$ cat config.mk
export PLATFORM = sky130hd
export DESIGN_NAME = psp_mul
export DESIGN_NICKNAME = d
export VERILOG_FILES = /design/src/design/psp_pkg.sv /design/src/design/psp_mul.sv
export SDC_FILE = /design/constraint.sdc
export NUM_CORES = 2
export LEC_CHECK = 0
export ABC_AREA = 0
export BUFFER_PORTS_ARGS = -buffer_cell sky130_fd_sc_hd__buf_2
export CAP_MARGIN = 20
export CELL_PAD_IN_SITES_DETAIL_PLACEMENT = 1
export CELL_PAD_IN_SITES_GLOBAL_PLACEMENT = 2
export CORE_ASPECT_RATIO = 0.6
export CORE_UTILIZATION = 45
export DETAILED_ROUTE_END_ITERATION = 10
export PLACE_DENSITY_LB_ADDON = 0.1
export RECOVER_POWER = 100
export SLEW_MARGIN = 10
export SYNTH_ARGS = -nofsm -noshare
export SYNTH_HDL_FRONTEND = slang
export SYNTH_SLANG_ARGS = --single-unit
$ cat constraint.sdc
create_clock -name aclk -period 10.5 [get_ports aclk]
set_clock_uncertainty 0.2 [all_clocks]
set_input_delay 0.525 -clock aclk [delete_from_list [all_inputs] [get_ports aclk]]
set_output_delay 0.525 -clock aclk [all_outputs]
set_load 0.1 [all_outputs]
$ cat src/design/psp_pkg.sv
// Shared types, constants and tables of the sample playback voice block.
package psp_pkg;

    // Item kinds carried on s_tuser.
    localparam logic [1:0] FUNC_LOAD     = 2'd0;
    localparam logic [1:0] FUNC_MIDI     = 2'd1;
    localparam logic [1:0] FUNC_RENDER   = 2'd2;
    localparam logic [1:0] FUNC_RESERVED = 2'd3;

    // MIDI status decoding.
    localparam logic [7:0] MIDI_TYPE_MASK = 8'hF0;
    localparam logic [7:0] MIDI_NOTE_ON   = 8'h90;
    localparam logic [7:0] MIDI_NOTE_OFF  = 8'h80;

    // Configuration register indexes.
    localparam logic [2:0] REG_BASE_STEP      = 3'd0;
    localparam logic [2:0] REG_ROOT_NOTE      = 3'd1;
    localparam logic [2:0] REG_STEREO         = 3'd2;
    localparam logic [2:0] REG_FRAME_COUNT    = 3'd3;
    localparam logic [2:0] REG_RELEASE_STEP   = 3'd4;
    localparam logic [2:0] REG_FIXED_VELOCITY = 3'd5;

    // Sample memory geometry and position format.
    localparam int SAMPLE_WORDS = 65536;
    localparam int ADDR_W       = 16;
    localparam int FRAC_BITS    = 16;
    localparam int POS_W        = 34;
    localparam int MIX_W        = 58;

    // Multiplier operand and product widths.
    localparam int MUL_A_W = 33;
    localparam int MUL_B_W = 18;
    localparam int MUL_P_W = MUL_A_W + MUL_B_W;

    typedef logic signed [MUL_A_W-1:0] mul_a_t;
    typedef logic signed [MUL_B_W-1:0] mul_b_t;
    typedef logic signed [MUL_P_W-1:0] mul_p_t;

    // Operand pair handed to the shared multiplier.
    typedef struct packed {
        mul_a_t a;
        mul_b_t b;
    } mul_req_t;

    // Semitone ratios 2^(k/12) in Q16, rounded.
    function automatic logic [16:0] semi_ratio(input logic [3:0] k);
        logic [16:0] r;
        begin
            case (k)
                4'd0:    r = 17'd65536;
                4'd1:    r = 17'd69433;
                4'd2:    r = 17'd73562;
                4'd3:    r = 17'd77936;
                4'd4:    r = 17'd82570;
                4'd5:    r = 17'd87480;
                4'd6:    r = 17'd92682;
                4'd7:    r = 17'd98193;
                4'd8:    r = 17'd104032;
                4'd9:    r = 17'd110218;
                4'd10:   r = 17'd116772;
                4'd11:   r = 17'd123715;
                default: r = 17'd65536;
            endcase
            return r;
        end
    endfunction

    // Builds the velocity to Q1.15 volume table at elaboration.
    function automatic logic [127:0][15:0] vol_table();
        logic [127:0][15:0] t;
        logic [63:0] x;
        logic [63:0] r;
        logic [63:0] bitv;
        begin
            for (int v = 0; v < 128; v++) begin
                x = (64'(v) << 30) / 64'd127;
                r = 64'd0;
                bitv = 64'd1 << 62;
                while (bitv > x) bitv = bitv >> 2;
                while (bitv != 64'd0) begin
                    if (x >= r + bitv) begin
                        x = x - (r + bitv);
                        r = (r >> 1) + bitv;
                    end else begin
                        r = r >> 1;
                    end
                    bitv = bitv >> 2;
                end
                t[v] = r[15:0];
            end
            return t;
        end
    endfunction

    localparam logic [127:0][15:0] VOL_ROM = vol_table();

endpackage

$ cat src/design/psp_mul.sv
// Shared signed multiplier with a registered product.
module psp_mul
    import psp_pkg::*;
(
    input  logic     aclk,
    input  mul_req_t req,
    output mul_p_t   prod
);

    always_ff @(posedge aclk) begin
        prod <= req.a * req.b;
    end

endmodule

After elaboration in Yosys (flattened, before gate mapping). Index checks and enable logic that the tools add are counted.

Output and inout bits: 51. Word-level logic and storage cells: 2. Flip-flop bits (word level): 51.

$mul: 1.

Operator list (number): $mul A33 B18 Y51 (1).

Depth between registers and ports, before layout.
Depth after elaboration: 1. Gate-level depth with buffers: 26. Gate-level depth less buffers: 24.

Least setup slack after synthesis. No wires, ideal clock.

Kind: input port to flip-flop. Start: input req[41] (netlist name). End: register prod[45]. Path buffers: 3. Arrival: 6.249 ns. Slack: 3.979 ns. Stages: 24. Required time: 10.228 ns. Cells stage by stage: clkbuf_1 clkbuf_1 nand2_1 fa_1 fa_1 fa_1 inv_1 fa_1 fa_1 inv_1 fa_1 inv_1 ha_1 clkbuf_2 a21oi_1 o2111ai_1 a221oi_1 nor2b_1 a31oi_4 o31ai_2 a311oi_4 o221ai_2 a21oi_2 xnor2_1.

Word-level cells in the longest chain between the ends: 1.

RTL lines: start, declared (line psp_mul.sv:6) `input mul_req_t req,`; $mul A33 B18 Y51 (line psp_mul.sv:11) `prod <= req.a * req.b;`; end signal, assigned (line psp_mul.sv:11); end, declared (line psp_mul.sv:7) `output mul_p_t prod`.

Every way passes these cells.

Worst setup path in the final report.
Start: input req[0] (netlist name). End: register prod[49].

Same word-level chain as after synthesis.

==> results.toml <==
[placement]
io_buffer_count = 102
gp_congestion = 0.8627
dp.final_hpwl_um = 51080
placed_area_mm2 = 0.02220

[sta]
finalCritPeriodShare_pct = 80.88
slew_headroom_pct = -9.206
finalCriticalPeriod_ps = 8493
fmax_mhz = 117.7
drv_slew = 34
hold_viol = 0
tightest_slew_ps = 1638
setup_violations = 0
rsz0062_at_grt = "false"
fin_tns_setup_ps = 0

[synthesis]
yosysTopAreaCellShare_pct = 53.56
synthTopCellsByArea = "fa_1 (54%), inv_1 (11%), ha_1 (7.2%)"
syn_avg_cell_area_um2 = 9.136
syn-num-nets = 3072
yosysWarnings = 0
synth_seq_cells = 51
ys_async_sr_fraction_pct = 0
ys.flop_type = "dfxtp_1"
synth_cell_types = 58
synth_top_cell_by_area = "fa_1"
yosys-top-cells-count = "inv_1 (618), fa_1 (569), nand2_1 (358)"
synth_area_mm2 = 0.02127
seq_area_frac_synth_pct = 4.801
yosysMostFrequentCell = "inv_1"
postSynthCellCount = 2328
synth_edf_count = 0

[die]
pin_count = 103
die-height_um = 170.4
die_w_um = 282.7
core_area_mm2 = 0.04648
rows = 61
initial_core_util_pct = 45.76
die-area_mm2 = 0.04816

[setup_path]
worstSetupPathType = "in -> reg"
crit_fanout = 33
startpoint = "req[0]"
end_kind = "register"
crit_required_ps = 10540
cp_data_arrival_time_ps = 8530
cp-start-kind = "primary input"

[global_route]
use_met1_pct = 42.23
use_met2_pct = 42.16
grt_overflow = 0
grt_pass1_wl_um = 98870
antenna_found_initial = 1
grt_usage_pct = 27.55
grt_pass1_vias = 17050
use_met3_pct = 4.036
grt_max_degree = 34
grt-busiest-layer = "met1"

[hold_path]
hold_class = "in -> reg"
min_from = "req[18]"

[clock_tree]
postCtsSetupBuffers = 0
cts_root_buf = "clkbuf_16"
clock_path_buffers = 2
clk_pin_slew_ps = 70
ctsResizeCount = 0
cts_hold_buf = 0
htree_levels = 2
cts_buffers = 5
tritoncts = "done"
cts.sinks = 51

[layout]
final_nets = 3081
drive_gt1_share_pct = 2.953
regMostFlops = "prod"
largest_reg_flops = 51
final_cell_area_mm2 = 0.02223
diodes = 0
largestRegisters = "prod: 51 flops"
fill_cells = 5426
area_growth_pct = 4.501

[drt]
drc_errors = 0
drt_iter0_drc = 699
routed_wl_um = 62510
avgViaCountPerCell = 5.043
vias = 14960
postRouteAntennaNets = 0
drt_pass1_iterations = 4
avgRoutedWirePerCell_um = 21.07

[flow_run]
cap_violations = 1

[status]
violations = "max-capacitance violations, max-slew violations"
outcome = "finished with violations"
-- worst max-delay path, cell delays in order --
cell       delay (ps)
clkbuf_1         1150
nand2_1           220
fa_1              570
fa_1              530
inv_1              50
ha_1              270
inv_1              70
fa_1              500
inv_1              60
fa_1              540
inv_1              50
fa_1              500
inv_1              50
ha_1              390
a21oi_1           170
o2111ai_1         140
a221oi_1          360
nor2b_1           100
a31oi_1           550
o31ai_1           200
a311oi_1          810
o21ai_0           310
o22ai_1           210
xnor2_1           150
-- worst paths after layout --
check | end | slack (ps) | depth (start not counted)
setup / recovery | prod[49]$_DFF_P_ | 2010 | 24
hold / removal | prod[0]$_DFF_P_ | 490 | 2
-- final cells by class --
class | instances | area, um^2 | area share [%]
sequential | 51 | 1021 | 4.594
tap | 630 | 788.3 | 3.547
inverter | 618 | 2320 | 10.44
timing repair buffer | 106 | 475.5 | 2.139
multi-input combinational | 1555 | 17460 | 78.57
clock buffer | 6 | 128.9 | 0.5799
clock inverter | 1 | 30.03 | 0.1351
-- placed cells by master (no fill, tap or decap), types with 2 or more instances in the layout --
| cell | instances |
|---|---|
| fa_1 | 569 |
| nand2_1 | 358 |
| buf_2 | 50 |
| buf_4 | 4 |
| and3_1 | 3 |
| o21a_1 | 9 |
| a31o_2 | 2 |
| nor2_1 | 48 |
| xnor2_1 | 43 |
| o21bai_1 | 4 |
| o21ai_0 | 26 |
| ha_1 | 123 |
| a21oi_1 | 43 |
| a31oi_1 | 5 |
| nand2b_1 | 7 |
| nand4_1 | 3 |
| o31ai_1 | 2 |
| a21o_1 | 11 |
| clkbuf_16 | 5 |
| xor2_1 | 11 |
| a21oi_2 | 2 |
| nand3_1 | 6 |
| dfxtp_1 | 51 |
| and2_1 | 225 |
| and2_0 | 6 |
| a21boi_0 | 4 |
| or3_1 | 3 |
| nor2b_1 | 6 |
| and4_1 | 2 |
| inv_1 | 618 |
| o211ai_1 | 5 |
| clkbuf_1 | 53 |
| nor3_1 | 8 |
-- through the flow --
step | cells | hold WS [ps] | worst slack, ps | util [%]
2_1_floorplan | 2328 | 446.7 | 3979 | -
3_3_place_gp | 2960 | 808.0 | 2971 | 47.76
3_5_place_dp | 2960 | 820.5 | 2900 | 47.76
4_1_cts | 2967 | 483.6 | 3213 | 48.10
5_1_grt | 2967 | 506.2 | 1488 | 47.82
6_report | 2967 | 492.5 | 2007 | 47.82
-- cells by family (layout without fill, tap and decap cells) --
logic type / Yosys count / in the layout / synth area share, %
flip-flops: 51 / 51 / 4.801
AO/OA/AOI/OAI: 129 / 129 / 4.183
buffers and inverters: 722 / 731 / 12.78
XOR/XNOR: 54 / 54 / 2.224
AND/OR/NAND/NOR: 680 / 680 / 15.21
adder cells (fa/ha/maj): 692 / 692 / 60.80
-- per-layer routing --
metal	vias to the layer above	routed length, um
met2	341	27010
met3	46	3393
met5	-	0
met4	0	604
met1	7951	31500
li1	6626	-
Power is not shown: default switching activity piles up to over one toggle a cycle in this logic, so the estimate is an artifact.
